===== config.mk =====
export PLATFORM = sky130hd
export DESIGN_NAME = utf8_to_utf32_stream_decoder
export DESIGN_NICKNAME = d
export VERILOG_FILES = /design/src/rtl/core/utd_pkg.sv /design/src/rtl/core/utd_decode.sv /design/src/rtl/core/utd_out_fifo.sv /design/src/rtl/core/utf8_to_utf32_stream_decoder.sv
export VERILOG_INCLUDE_DIRS = /design/src /design/src/rtl/core
export SDC_FILE = /design/constraint.sdc
export NUM_CORES = 1
export LEC_CHECK = 0
export CAP_MARGIN = 20
export CORE_MARGIN = 4
export CORE_UTILIZATION = 40
export CTS_CLUSTER_SIZE = 30
export DETAILED_ROUTE_END_ITERATION = 8
export DONT_BUFFER_PORTS = 1
export GPL_ROUTABILITY_DRIVEN = 0
export PLACE_DENSITY_LB_ADDON = 0.1
export SLEW_MARGIN = 25
export SYNTH_ARGS = -nofsm -noshare
export SYNTH_HDL_FRONTEND = slang
export SYNTH_HIERARCHICAL = 1
export SYNTH_SLANG_ARGS = --single-unit
export TNS_END_PERCENT = 20

===== constraint.sdc =====
create_clock -name clk_i -period 13.8 [get_ports clk_i]
set_input_delay 0.69 -clock clk_i [delete_from_list [all_inputs] [get_ports clk_i]]
set_output_delay 0.69 -clock clk_i [all_outputs]
set_load 0.02 [all_outputs]

===== src/rtl/core/utf8_to_utf32_stream_decoder_assert.svh =====
// Assertion macros for the UTF-8 to UTF-32 stream decoder.
// All checks are clocked on clk_i and disabled while rst_ni is low.
`ifndef UTF8_TO_UTF32_STREAM_DECODER_ASSERT_SVH
`define UTF8_TO_UTF32_STREAM_DECODER_ASSERT_SVH

// Combinational invariant, checked at every edge.
`define UTD_ASSERT_ALWAYS(lbl, expr, msg) \
  lbl: assert property (@(posedge clk_i) disable iff (!rst_ni) (expr)) else $error(msg);

// Condition in one cycle implies a condition in the next.
`define UTD_ASSERT_NEXT(lbl, pre, post, msg) \
  lbl: assert property (@(posedge clk_i) disable iff (!rst_ni) (pre) |=> (post)) else $error(msg);

`endif


===== src/rtl/core/utd_pkg.sv =====
package utd_pkg;

  // Code point width of the lenient legacy form
  localparam int unsigned CpW = 31;

  // Deepest open sequence: six-byte lead leaves five continuations
  localparam logic [2:0] MaxPending = 3'd5;

  // Result slots in the output queue
  localparam logic [2:0] OutDepth = 3'd2;

  // Result counts of one byte
  localparam logic [1:0] NoResult   = 2'd0;
  localparam logic [1:0] OneResult  = 2'd1;
  localparam logic [1:0] TwoResults = 2'd2;

  // One result item
  typedef struct packed {
    logic [CpW-1:0] code_point;
    logic           last;
  } utd_result_t;

  // What one byte does: results it causes and the state it leaves
  typedef struct packed {
    logic [1:0]     count;
    utd_result_t    r0;
    utd_result_t    r1;
    logic [CpW-1:0] partial;
    logic [2:0]     pending;
  } utd_decode_t;

endpackage


===== src/rtl/core/utd_decode.sv =====
module utd_decode (
  input  logic [7:0]                 byte_i,
  input  logic [utd_pkg::CpW-1:0]    partial_i,
  input  logic [2:0]                 pending_i,
  output utd_pkg::utd_decode_t       dec_o
);

  logic [2:0]                pend;
  logic [4:0]                shamt;
  logic [utd_pkg::CpW-1:0]   cont_val;
  logic                      lead_emit;
  logic [utd_pkg::CpW-1:0]   lead_cp;
  logic [utd_pkg::CpW-1:0]   lead_partial;
  logic [2:0]                lead_pending;

  // Out-of-range counts behave as the deepest sequence
  assign pend = (pending_i > utd_pkg::MaxPending) ? utd_pkg::MaxPending : pending_i;

  // Continuation bits land at 6*(pending-1)
  always_comb begin
    case (pend)
      3'd1:    shamt = 5'd0;
      3'd2:    shamt = 5'd6;
      3'd3:    shamt = 5'd12;
      3'd4:    shamt = 5'd18;
      3'd5:    shamt = 5'd24;
      default: shamt = 5'd0;
    endcase
  end

  assign cont_val = partial_i | ({25'b0, byte_i[5:0]} << shamt);

  // Byte taken as a lead
  always_comb begin
    lead_emit    = 1'b0;
    lead_cp      = '0;
    lead_partial = '0;
    lead_pending = 3'd0;
    if (byte_i == 8'h00) begin
      // terminator: nothing
    end else if (!byte_i[7]) begin
      lead_emit = 1'b1;
      lead_cp   = {23'b0, byte_i};
    end else if (byte_i >= 8'hFE) begin
      // invalid lead, emits zero
      lead_emit = 1'b1;
    end else if (byte_i[7:5] == 3'b110) begin
      lead_partial = {20'b0, byte_i[4:0], 6'b0};
      lead_pending = 3'd1;
    end else if (byte_i[7:4] == 4'hE || byte_i[7:6] == 2'b10) begin
      // stray continuations count as three-byte leads
      lead_partial = {15'b0, byte_i[3:0], 12'b0};
      lead_pending = 3'd2;
    end else if (byte_i[7:3] == 5'b11110) begin
      lead_partial = {10'b0, byte_i[2:0], 18'b0};
      lead_pending = 3'd3;
    end else if (byte_i[7:2] == 6'b111110) begin
      lead_partial = {5'b0, byte_i[1:0], 24'b0};
      lead_pending = 3'd4;
    end else begin
      lead_partial = {byte_i[0], 30'b0};
      lead_pending = 3'd5;
    end
  end

  // Combine continuation, flush and lead paths
  always_comb begin
    dec_o         = '0;
    dec_o.partial = partial_i;
    dec_o.pending = pend;
    if (pend != 3'd0 && byte_i[7]) begin
      dec_o.partial = cont_val;
      dec_o.pending = pend - 3'd1;
      if (pend == 3'd1) begin
        dec_o.count         = utd_pkg::OneResult;
        dec_o.r0.code_point = cont_val;
        dec_o.r0.last       = 1'b1;
        dec_o.partial       = '0;
      end
    end else begin
      dec_o.count = utd_pkg::NoResult;
      // cut-short sequence goes out first
      if (pend != 3'd0) begin
        dec_o.count         = utd_pkg::OneResult;
        dec_o.r0.code_point = partial_i;
        dec_o.r0.last       = (byte_i == 8'h00);
      end
      if (lead_emit) begin
        if (pend != 3'd0) begin
          dec_o.count         = utd_pkg::TwoResults;
          dec_o.r1.code_point = lead_cp;
          dec_o.r1.last       = 1'b1;
        end else begin
          dec_o.count         = utd_pkg::OneResult;
          dec_o.r0.code_point = lead_cp;
          dec_o.r0.last       = 1'b1;
        end
      end
      dec_o.partial = lead_partial;
      dec_o.pending = lead_pending;
    end
  end

endmodule


===== src/rtl/core/utd_out_fifo.sv =====
module utd_out_fifo (
  input  logic                  clk_i,
  input  logic                  rst_ni,
  input  logic [1:0]            push_count_i,
  input  utd_pkg::utd_result_t  r0_i,
  input  utd_pkg::utd_result_t  r1_i,
  input  logic                  pop_i,
  output utd_pkg::utd_result_t  head_o,
  output logic [1:0]            level_o
);

  utd_pkg::utd_result_t mem_q [2];
  logic                 wr_ptr_q, wr_ptr_d;
  logic                 rd_ptr_q, rd_ptr_d;
  logic [1:0]           count_q, count_d;

  // Pointer and level update; a double push leaves the write pointer in place
  always_comb begin
    wr_ptr_d = wr_ptr_q ^ push_count_i[0];
    rd_ptr_d = rd_ptr_q ^ pop_i;
    count_d  = count_q - {1'b0, pop_i} + push_count_i;
  end

  always_ff @(posedge clk_i or negedge rst_ni) begin
    if (!rst_ni) begin
      wr_ptr_q <= 1'b0;
      rd_ptr_q <= 1'b0;
      count_q  <= 2'd0;
    end else begin
      wr_ptr_q <= wr_ptr_d;
      rd_ptr_q <= rd_ptr_d;
      count_q  <= count_d;
    end
  end

  // Result storage
  always_ff @(posedge clk_i) begin
    if (push_count_i != utd_pkg::NoResult) begin
      mem_q[wr_ptr_q] <= r0_i;
    end
    if (push_count_i == utd_pkg::TwoResults) begin
      mem_q[~wr_ptr_q] <= r1_i;
    end
  end

  assign head_o  = mem_q[rd_ptr_q];
  assign level_o = count_q;

endmodule


===== src/rtl/core/utf8_to_utf32_stream_decoder.sv =====
// Channel  | Direction | Handshake                | Payload
// ---------+-----------+--------------------------+-------------------------------
// input    | in        | in_valid_i / in_ready_o  | in_byte_i[7:0]
// output   | out       | out_valid_o / out_ready_i| code_point_o[30:0], last_of_run_o
//
// One byte per cycle while the output queue has room: a byte is held in the input
// register, is decoded there and its zero to two results go into a two-slot output queue.
// A byte is decoded once the queue, counting this cycle's transfer out, has
// room for all its results; a stalled output therefore holds the input register.
// A result is offered once its byte has been decoded out of the input register
// and written into the output queue; the queue head drives the outputs.
// Reset clears the decode state, the input register's valid flag and the queue.
`include "utf8_to_utf32_stream_decoder_assert.svh"

module utf8_to_utf32_stream_decoder (
  input  logic        clk_i,
  input  logic        rst_ni,
  input  logic        in_valid_i,
  output logic        in_ready_o,
  input  logic [7:0]  in_byte_i,
  output logic        out_valid_o,
  input  logic        out_ready_i,
  output logic [30:0] code_point_o,
  output logic        last_of_run_o
);

  logic                          in_vld_q;
  logic [7:0]                    in_byte_q;
  logic [utd_pkg::CpW-1:0]       partial_q;
  logic [2:0]                    pending_q;
  utd_pkg::utd_decode_t          dec;
  utd_pkg::utd_result_t          head;
  logic [1:0]                    level;
  logic                          pop;
  logic [2:0]                    occ;
  logic                          consume;
  logic [1:0]                    push_count;

  // Decode of the held byte
  utd_decode u_decode (
    .byte_i    (in_byte_q),
    .partial_i (partial_q),
    .pending_i (pending_q),
    .dec_o     (dec)
  );

  // Room check includes the slot freed by this cycle's transfer out
  assign pop        = out_ready_i && (level != 2'd0);
  assign occ        = {1'b0, level} - {2'b0, pop};
  assign consume    = in_vld_q && ((occ + {1'b0, dec.count}) <= utd_pkg::OutDepth);
  assign push_count = consume ? dec.count : utd_pkg::NoResult;
  assign in_ready_o = !in_vld_q || consume;

  // Input register and decode state
  always_ff @(posedge clk_i or negedge rst_ni) begin
    if (!rst_ni) begin
      in_vld_q  <= 1'b0;
      partial_q <= '0;
      pending_q <= 3'd0;
    end else begin
      if (in_ready_o) begin
        in_vld_q <= in_valid_i;
      end
      if (consume) begin
        partial_q <= dec.partial;
        pending_q <= dec.pending;
      end
    end
  end

  always_ff @(posedge clk_i) begin
    if (in_valid_i && in_ready_o) begin
      in_byte_q <= in_byte_i;
    end
  end

  // Output queue
  utd_out_fifo u_out_fifo (
    .clk_i        (clk_i),
    .rst_ni       (rst_ni),
    .push_count_i (push_count),
    .r0_i         (dec.r0),
    .r1_i         (dec.r1),
    .pop_i        (pop),
    .head_o       (head),
    .level_o      (level)
  );

  assign out_valid_o   = (level != 2'd0);
  assign code_point_o  = head.code_point;
  assign last_of_run_o = head.last;

  // Checks
  `UTD_ASSERT_ALWAYS(a_pending_range, pending_q <= utd_pkg::MaxPending, "pending count out of range")
  `UTD_ASSERT_ALWAYS(a_pair_order, (push_count != utd_pkg::TwoResults) || (!dec.r0.last && dec.r1.last), "bad last flags on result pair")
  `UTD_ASSERT_NEXT(a_held_byte, in_vld_q && !consume, in_vld_q && $stable(in_byte_q), "held byte lost")
  `UTD_ASSERT_ALWAYS(a_queue_bound, level <= 2'd2, "output queue overflow")

endmodule

==> results of run 1 <==
[worst max-delay path: stages, from the launching register on]
cell	delay [ns]
dfrtp_1	0.62
nor2_1	0.32
ha_1	0.79
inv_1	0.25
ha_1	0.35
nor2_1	0.04
nor2_1	0.14
ha_1	0.16
inv_1	0.05
fa_1	0.46
xor2_2	0.21
nand3_4	0.55
nor2_1	0.59
nor3b_4	0.62
buf_4	0.45
mux2_2	0.39
[registers in the layout (all words and copies together), names as in the netlist]
signal	count
u_out_fifo/rd_ptr_q	1
u_out_fifo/mem_q	64
pending_q	3
u_out_fifo/wr_ptr_q	1
partial_q	31
u_out_fifo/level_o	2
in_vld_q	1
in_byte_q	8
[stage by stage]
stage / instances / setup WS (ns)
2_1_floorplan: 576 / 7.50
3_3_place_gp: 737 / 7.64
4_1_cts: 753 / 7.53
6_report: 753 / 7.53
3_5_place_dp: 737 / 7.54
5_1_grt: 753 / 7.05
[cell type report]
type | instances | area, sq um
sequential | 111 | 3140
tap | 220 | 275
timing repair buffer | 6 | 45.0
clock inverter | 6 | 67.6
multi-input combinational | 382 | 3210
inverter | 18 | 67.6
fill | 1528 | 9480
clock buffer | 10 | 239
[worst max path at each step]
stage                                    endpoint  slack (ns)
after floorplan            u_out_fifo/mem_q[0][0]        7.50
after global placement     u_out_fifo/mem_q[0][0]        7.64
after detailed placement  u_out_fifo/mem_q[1][28]        7.54
after CTS                 u_out_fifo/mem_q[1][28]        7.53
after global routing      u_out_fifo/mem_q[1][24]        7.05
final                     u_out_fifo/mem_q[1][28]        7.53
[kinds of logic (layout without fill, tap and decap cells)]
kind of cell | count (synthesis) | count (layout) | synth area share
AND/OR/NAND/NOR | 114 | 114 | 0.0931
multiplexers | 138 | 138 | 0.245
flip-flops | 111 | 111 | 0.466
other | 1 | 24 | 0.000557
XOR/XNOR | 6 | 6 | 0.00892
adder cells (fa/ha/maj) | 10 | 10 | 0.0193
AO/OA/AOI/OAI | 90 | 90 | 0.0942
buffers and inverters | 83 | 40 | 0.0727
[placed cells by master (no fill, tap or decap), types with 2 or more instances in the layout]
cell        count
a21o_1          4
a21oi_1        18
a22o_1         14
a22oi_1         2
a31oi_1         5
a32o_1          3
a32oi_1         3
and2_1         24
and3_1          2
buf_4           6
clkbuf_16       9
clkinvlp_4      2
conb_1         24
dfrtp_1        39
edfxtp_1       72
ha_1            8
inv_1          18
mux2_1          2
mux2_2        101
mux2_4         28
mux2i_1         7
nand2_1        21
nand2b_1        9
nand3_1         4
nand3b_1        2
nor2_1         26
nor2b_1         6
nor3_1          9
nor4_1          3
o21a_1          2
o21ai_0         9
o21ai_1         5
o22ai_1         5
o2bb2ai_1       4
o31ai_1         2
o32ai_1         2
xnor2_1         2
xor2_1          3
[per-layer routing]
layer  wire length (um)  vias up  global-route usage
li1                   -     1940                   -
met1               7400     2037               0.234
met2               6920      136               0.263
met3                869       17              0.0460
met4                199        0              0.0499
met5                  0        -                   0
==> qor.yml, run 1 <==
async_flop_share: 0.351
clkSinkCount: 111
via_per_inst: 5.48
drt-total-wl_um: 15400
worst-setup-path-type: "flop to flop"
synth_area_sq_um: 6730
nets: 549
cts_setup_buffers: 0
r2r_setup_slack_ns: 7.53
end_kind: "flop"
setup_viol: 0
htreeDepth: 3
antenna_left: 0
cts_tree: "done"
synth_edf_count: 72
synth_top_area_frac: 0.321
drive_above_1_share: 0.302
reg2reg_from: "pending_q[0]"
drc_errors: 0
arrival_ns: 6.38
grtUsageTotal: 0.170
grt_pass1_wl_um: 24400
dp_hpwl_um: 10100
whs_ns: 0.0211
cts_repair_resize_count: 0
core_sq_um: 16500
final_cell_area_sq_um: 7040
num_vias: 4130
grt_setup_unrepaired: "false"
tns_ns: 0
rows: 47
critPathMaxFanout: 36
synthFlopType: "edfxtp_1"
grt-ovfl-total: 0
portBuffers: 0
wl_per_cell_um: 20.4
ys_ff_latch: 111
crit_start: "pending_q[0]"
yosys.cell_types.count: 62
n_antenna_cell: 0
drv_slew: 0
yosysSeqAreaShare: 0.466
hold_viol_final: 0
netlist_top_cells_count: "mux2_2 (101), edfxtp_1 (72), dfrtp_1 (39)"
post-route-period-util: 0.454
io_pins: 46
reg2regPathDepth: 15
yosysTopAreaCell: "edfxtp_1"
fin_util: 0.426
dpl-instance-area_sq_um: 6730
finalClockSkew_ns: 0.00906
syn_to_final_growth_pct: 4.63
die_y_um: 138
path_clk_slew_ns: 0.08
cap_viol_max_count: 0
fmax_mhz: 160
final.min_clock_period_ns: 6.27
worstMarginPinSlew_ns: 0.984
cts_buffer_depth: 2
cts_hold_buf: 0
die_w_um: 138
syn_area_per_cell_sq_um: 12.2
hp-class: "primary input to async pin"
yosys_warnings: 6
ys_top_cells_by_area: "edfxtp_1 (32%), mux2_2 (17%), dfrtp_1 (14%)"
cts_buffers: 9
drt-pass1-iter-count: 5
grt_max_degree: 40
cts-root-buf: "clkbuf_16"
rr_endpoint: "u_out_fifo/mem_q[1][28]"
slew_headroom: 0.344
synth_most_common_cell: "mux2_2"
status: "finished clean"
antenna_found_initial: 0
first_global_vias: 4216
insertion_delay_ns: 0.36
start_kind: "flop"
start_util: 0.407
dieArea_sq_um: 19000
required_ns: 13.91
synthCells: 553
drt_iter0_markers: 343
Power of run 1 is not shown: default switching activity piles up to over one toggle a cycle in this logic, so the estimate is an artifact.
==> run 2: changes to the inputs <==
- clock period: 13.8 -> 6.42 ns (I/O delays scaled with it)
==> run 2 against run 1 <==
  * Clock skew down 0.0021 ns
  * Die area unchanged
  * Fmax increased by 14%
  * Hold slack gained 0.039 ns
  * Via count up 0.58%
  * Utilization grew 0.34 points
  * Largest cell class unchanged
==> qor.yml, run 2 (synthesized netlist as in run 1, its figures left out) <==
grt_setup_unrepaired: "false"
grt-ovfl-total: 0  # unchanged
fin_util: 0.430  # +0.00341
clkSinkCount: 111  # unchanged
rows: 47  # unchanged
grt_pass1_wl_um: 24700  # +1.1%
slew_headroom: 0.351  # +0.00739
syn_to_final_growth_pct: 5.46
hp-class: "primary input to flop"
nets: 557  # +1.5%
post-route-period-util: 0.857  # +0.403
num_vias: 4154  # +0.58%
cp_slowest_cell: "ha_1"
final_cell_area_sq_um: 7100  # +0.80%
die_y_um: 138  # unchanged
path_buf_inv: 3  # unchanged
critPathMaxFanout: 25  # -31%
drt_iter0_markers: 405  # +18%
cts_tree: "done"
largest_register_ffs: 64  # unchanged
drt-pass1-iter-count: 5  # unchanged
top_register: "u_out_fifo/mem_q"
antenna_found_initial: 0  # unchanged
dieArea_sq_um: 19000  # unchanged
arrival_ns: 5.61  # -0.77 ns
dp_hpwl_um: 10300  # +2.2%
drt-total-wl_um: 15500  # +0.38%
finalClockSkew_ns: 0.00698  # -0.00208 ns
end_kind: "flop"
cts-root-buf: "clkbuf_16"
required_ns: 6.52  # -7.39 ns
io_pins: 46  # unchanged
n_antenna_cell: 0  # unchanged
core_sq_um: 16500  # unchanged
final.min_clock_period_ns: 5.50  # -0.763 ns
fmax_mhz: 182  # +14%
portBuffers: 0  # unchanged
start_kind: "flop"
top_regs: "u_out_fifo/mem_q: 64 flops, partial_q: 31 flops, in_byte_q: 8 flops"
grtUsageTotal: 0.172  # +0.00215
setup_viol: 0  # unchanged
cts_setup_buffers: 0  # unchanged
tns_ns: 0  # unchanged
cpMostUsedCell: "nor2_1"
crit_chain: "nor2_1, ha_1, inv_1, ha_1, nor2_1, nor2_1, ha_1, inv_1, fa_1, nand2b_1, nand3_4, nor2_1, nand3b_2, buf_4, mux2_2"
wl_per_cell_um: 20.3  # -0.67%
final_cell_mix: "mux2_2 (101), edfxtp_1 (72), dfrtp_1 (39), mux2_4 (28), nor2_1 (26)"
via_per_inst: 5.46  # -0.48%
cap_viol_max_count: 0  # unchanged
slowest_delay_ns: 0.83  # +0.04 ns
layout_commonest_cell: "mux2_2"
grt_max_degree: 40  # unchanged
die_w_um: 138  # unchanged
drv_slew: 0  # unchanged
insertion_delay_ns: 0.35  # about the same
htreeDepth: 3  # unchanged
drc_errors: 0  # unchanged
antenna_left: 0  # unchanged
first_global_vias: 4236  # +0.47%
path_clk_slew_ns: 0.07  # about the same
worst-setup-path-type: "flop to flop"
crit_family: "adder cells"
status: "finished clean"
cts_buffer_depth: 2  # unchanged
worstMarginPinSlew_ns: 0.973  # -0.0111 ns
cts_buffers: 9  # unchanged
start_util: 0.407  # unchanged
dpl-instance-area_sq_um: 6770  # +0.67%
whs_ns: 0.0597  # +0.0386 ns
hold_viol_final: 0  # unchanged
drive_above_1_share: 0.307  # +0.00478
-- run 2: final cells by class --
| cell class | count | area, sq um |
|---|---|---|
| fillers | 1576 | 9420 |
| multi-input cells | 382 | 3200 |
| flip-flops and latches | 111 | 3140 |
| well taps | 220 | 275 |
| clock buffers | 10 | 229 |
| repair buffers | 14 | 128 |
| inverters | 18 | 67.6 |
| clock inverters | 6 | 60.1 |
-- run 2: repair_timing --
action | in CTS | in global routing
gates resized for setup | 0 | 0
hold buffers | 2 | 0
endpoints found under the setup margin | 0 | 0
endpoints found under the hold margin | 39 | 0
-- run 2: metal layers --
metal | part of all wire | vias to the layer above | GRT usage
met3 | 0.063 | 14 | 0.0438
met5 | 0 | - | 0
met4 | 0.014 | 0 | 0.0527
met2 | 0.45 | 115 | 0.257
li1 | - | 1951 | -
met1 | 0.47 | 2074 | 0.246
-- run 2: stage by stage --
| step | std cells | worst slack, ns |
|---|---|---|
| 3_3_place_gp | 743 | 1.12 |
| 4_1_cts | 761 | 0.947 |
| 3_5_place_dp | 743 | 0.977 |
| 5_1_grt | 761 | 0.559 |
| 2_1_floorplan | 576 | 0.117 |
| 6_report | 761 | 0.915 |
-- run 2: path summary, 6_finish.rpt --
kind / startpoint / cells past startpoint / slack [ns] / endpoint
setup reg to reg: pending_q[0] / 15 / 0.92 / u_out_fifo/mem_q[0][23]
min in group asynchronous: rst_ni / 2 / 0.47 / partial_q[21]
hold reg to reg: partial_q[10] / 1 / 0.54 / partial_q[10]
setup / recovery: pending_q[0] / 15 / 0.92 / u_out_fifo/mem_q[0][23]
max in group asynchronous: rst_ni / 2 / 5.74 / partial_q[17]
hold / removal: in_byte_i[4] / 0 / 0.06 / in_byte_q[4]
Power of run 2 is left out for the same reason.
==> run 3: changes to the inputs <==
- RECOVER_POWER: unset -> 100
- clock period: 6.42 -> 4.82 ns (I/O delays scaled with it)
==> run 3 against run 2 <==
  * The run now ends with capacitance limit, slew limit left
  * Sequential share of layout area decreased by 0.093 points
  * Global-route usage shrank 0.36 points
  * Clock skew increased by 0.0024 ns
  * Fmax up 23%
  * Non-clock buffer count rose by 15
  * Routed wire length shrank 1.1%
  * Register-to-register slack got worse by 0.59 ns
  * Critical path depth decreased by 1
  * Critical endpoint is now u_out_fifo/mem_q[1][11]
  * Largest cell class is now flip-flops and latches
==> qor.yml, run 3 (synthesized netlist as in run 1, its figures left out) <==
antenna_left: 0  # unchanged
dpl-instance-area_sq_um: 6840  # +1.0%
antenna_found_initial: 0  # unchanged
n_antenna_cell: 0  # unchanged
rows: 47  # unchanged
hold_viol_final: 0  # unchanged
first_global_vias: 4163  # -1.7%
arrival_ns: 4.60  # -1.01 ns
end_kind: "flop"
drc_errors: 0  # unchanged
fmax_mhz: 223  # +23%
io_pins: 46  # unchanged
nets: 572  # +2.7%
reg2reg_from: "in_byte_q[4]"
cts_buffers: 9  # unchanged
r2r_setup_slack_ns: 0.33  # -0.59 ns
cts-root-buf: "clkbuf_16"
core_sq_um: 16500  # unchanged
cts_setup_buffers: 0  # unchanged
worst-setup-path-type: "flop to flop"
grt-ovfl-total: 0  # unchanged
grt_pass1_wl_um: 24200  # -2.0%
cp-endpoint: "u_out_fifo/mem_q[1][11]"
post-route-period-util: 0.932  # +0.0747
rr_endpoint: "u_out_fifo/mem_q[1][11]"
drive_above_1_share: 0.196  # -0.111
fin_ws_ns: 0.327  # -0.588 ns
drv_slew: 40  # +40
die_y_um: 138  # unchanged
drt-total-wl_um: 15300  # -1.1%
via_per_inst: 5.38  # -1.4%
grt_setup_unrepaired: "false"
cts_buffer_depth: 2  # unchanged
slew_headroom: -0.546  # -0.898
drt_iter0_markers: 242  # -40%
setup_viol: 0  # unchanged
num_vias: 4175  # +0.51%
worstMarginPinSlew_ns: 2.32  # +1.35 ns
dpl_worst_slack_ns: 0.429  # -0.548 ns
hp-class: "primary input to flop"
dieArea_sq_um: 19000  # unchanged
top_regs: "u_out_fifo/mem_q: 64 flops, partial_q: 31 flops, in_byte_q: 8 flops"
min_from: "out_ready_i"
finalClockSkew_ns: 0.00939  # +0.00241 ns
portBuffers: 0  # unchanged
largest_register_ffs: 64  # unchanged
status: "complete, but fails checks"
cts_tree: "done"
grtUsageTotal: 0.168  # -0.00360
insertion_delay_ns: 0.35  # about the same
reg2regPathDepth: 14  # -1
syn_to_final_growth_pct: 5.69
path_clk_slew_ns: 0.07  # about the same
grt_max_degree: 40  # unchanged
critPathMaxFanout: 32  # +28%
final_cell_mix: "edfxtp_1 (72), mux2_2 (69), mux2_1 (61), dfrtp_1 (39), nor2_1 (26)"
cts_hold_buf: 11  # +9
final.min_clock_period_ns: 4.49  # -1.01 ns
crit_start: "in_byte_q[4]"
violations: "capacitance limit, slew limit"
top_register: "u_out_fifo/mem_q"
die_w_um: 138  # unchanged
final_cell_area_sq_um: 7120  # +0.21%
required_ns: 4.92  # -1.60 ns
tns_ns: 0  # unchanged
dp_hpwl_um: 10100  # -1.4%
htreeDepth: 3  # unchanged
drt-pass1-iter-count: 5  # unchanged
layout_commonest_cell: "edfxtp_1"
clkSinkCount: 111  # unchanged
start_util: 0.407  # unchanged
cap_viol_max_count: 1  # +1
start_kind: "flop"
cts_repair_resize_count: 0  # unchanged
wl_per_cell_um: 19.7  # -3.1%
==> run 3: cell types whose count changed in the layout (fill, tap and decap cells not counted), moves of 3 or more <==
cell and delta:
clkbuf_1 +4, clkbuf_2 +3, mux2_2 -32, mux2_1 +59, mux2_4 -27, dlygate4sd3_1 +9
==> run 3: through the flow <==
| step | util | cells | hold WS, ns |
|---|---|---|---|
| finish | 0.431 | 776 | 0.207 |
| global route | 0.431 | 776 | 0.235 |
| CTS | 0.440 | 776 | 0.205 |
| detailed placement | 0.414 | 749 | -0.0524 |
| global placement | 0.414 | 749 | -0.0523 |
| floorplan | - | 576 | -0.0546 |
==> run 3: worst min path at each step <==
stage               cells past startpoint                   to
floorplan                               0             in_vld_q
global placement                        0        partial_q[24]
detailed placement                      0        partial_q[29]
CTS                                     2  u_out_fifo/rd_ptr_q
global route                            2  u_out_fifo/rd_ptr_q
finish                                  2  u_out_fifo/rd_ptr_q
==> run 3: routing by layer <==
layer	GRT usage	vias up	share of wire
li1	-	1969	-
met2	0.243	131	0.43
met1	0.248	2054	0.48
met3	0.0321	21	0.070
met4	0.0670	0	0.021
met5	0	-	0
==> run 3: area by class of cell <==
class                           instances  area (sq um)
Tap cell                              220           275
Clock buffer                           13           250
Timing Repair Buffer                   29           240
Sequential cell                       111          3140
Clock inverter                          3          42.5
Inverter                               18          67.6
Multi-Input combinational cell        382          3100
Fill cell                            1571          9410
==> run 3: critical path: stages, from the launching register on <==
cell	delay, ns
edfxtp_1	0.60
nand2_1	0.15
or4_1	0.56
a21boi_2	0.19
ha_1	0.16
and2_1	0.16
inv_1	0.06
ha_1	0.30
fa_1	0.47
nand2b_1	0.17
nand3_4	0.09
nor2_1	0.27
nor3b_4	0.23
buf_4	0.41
mux2_2	0.40
Power of run 3 is left out for the same reason.
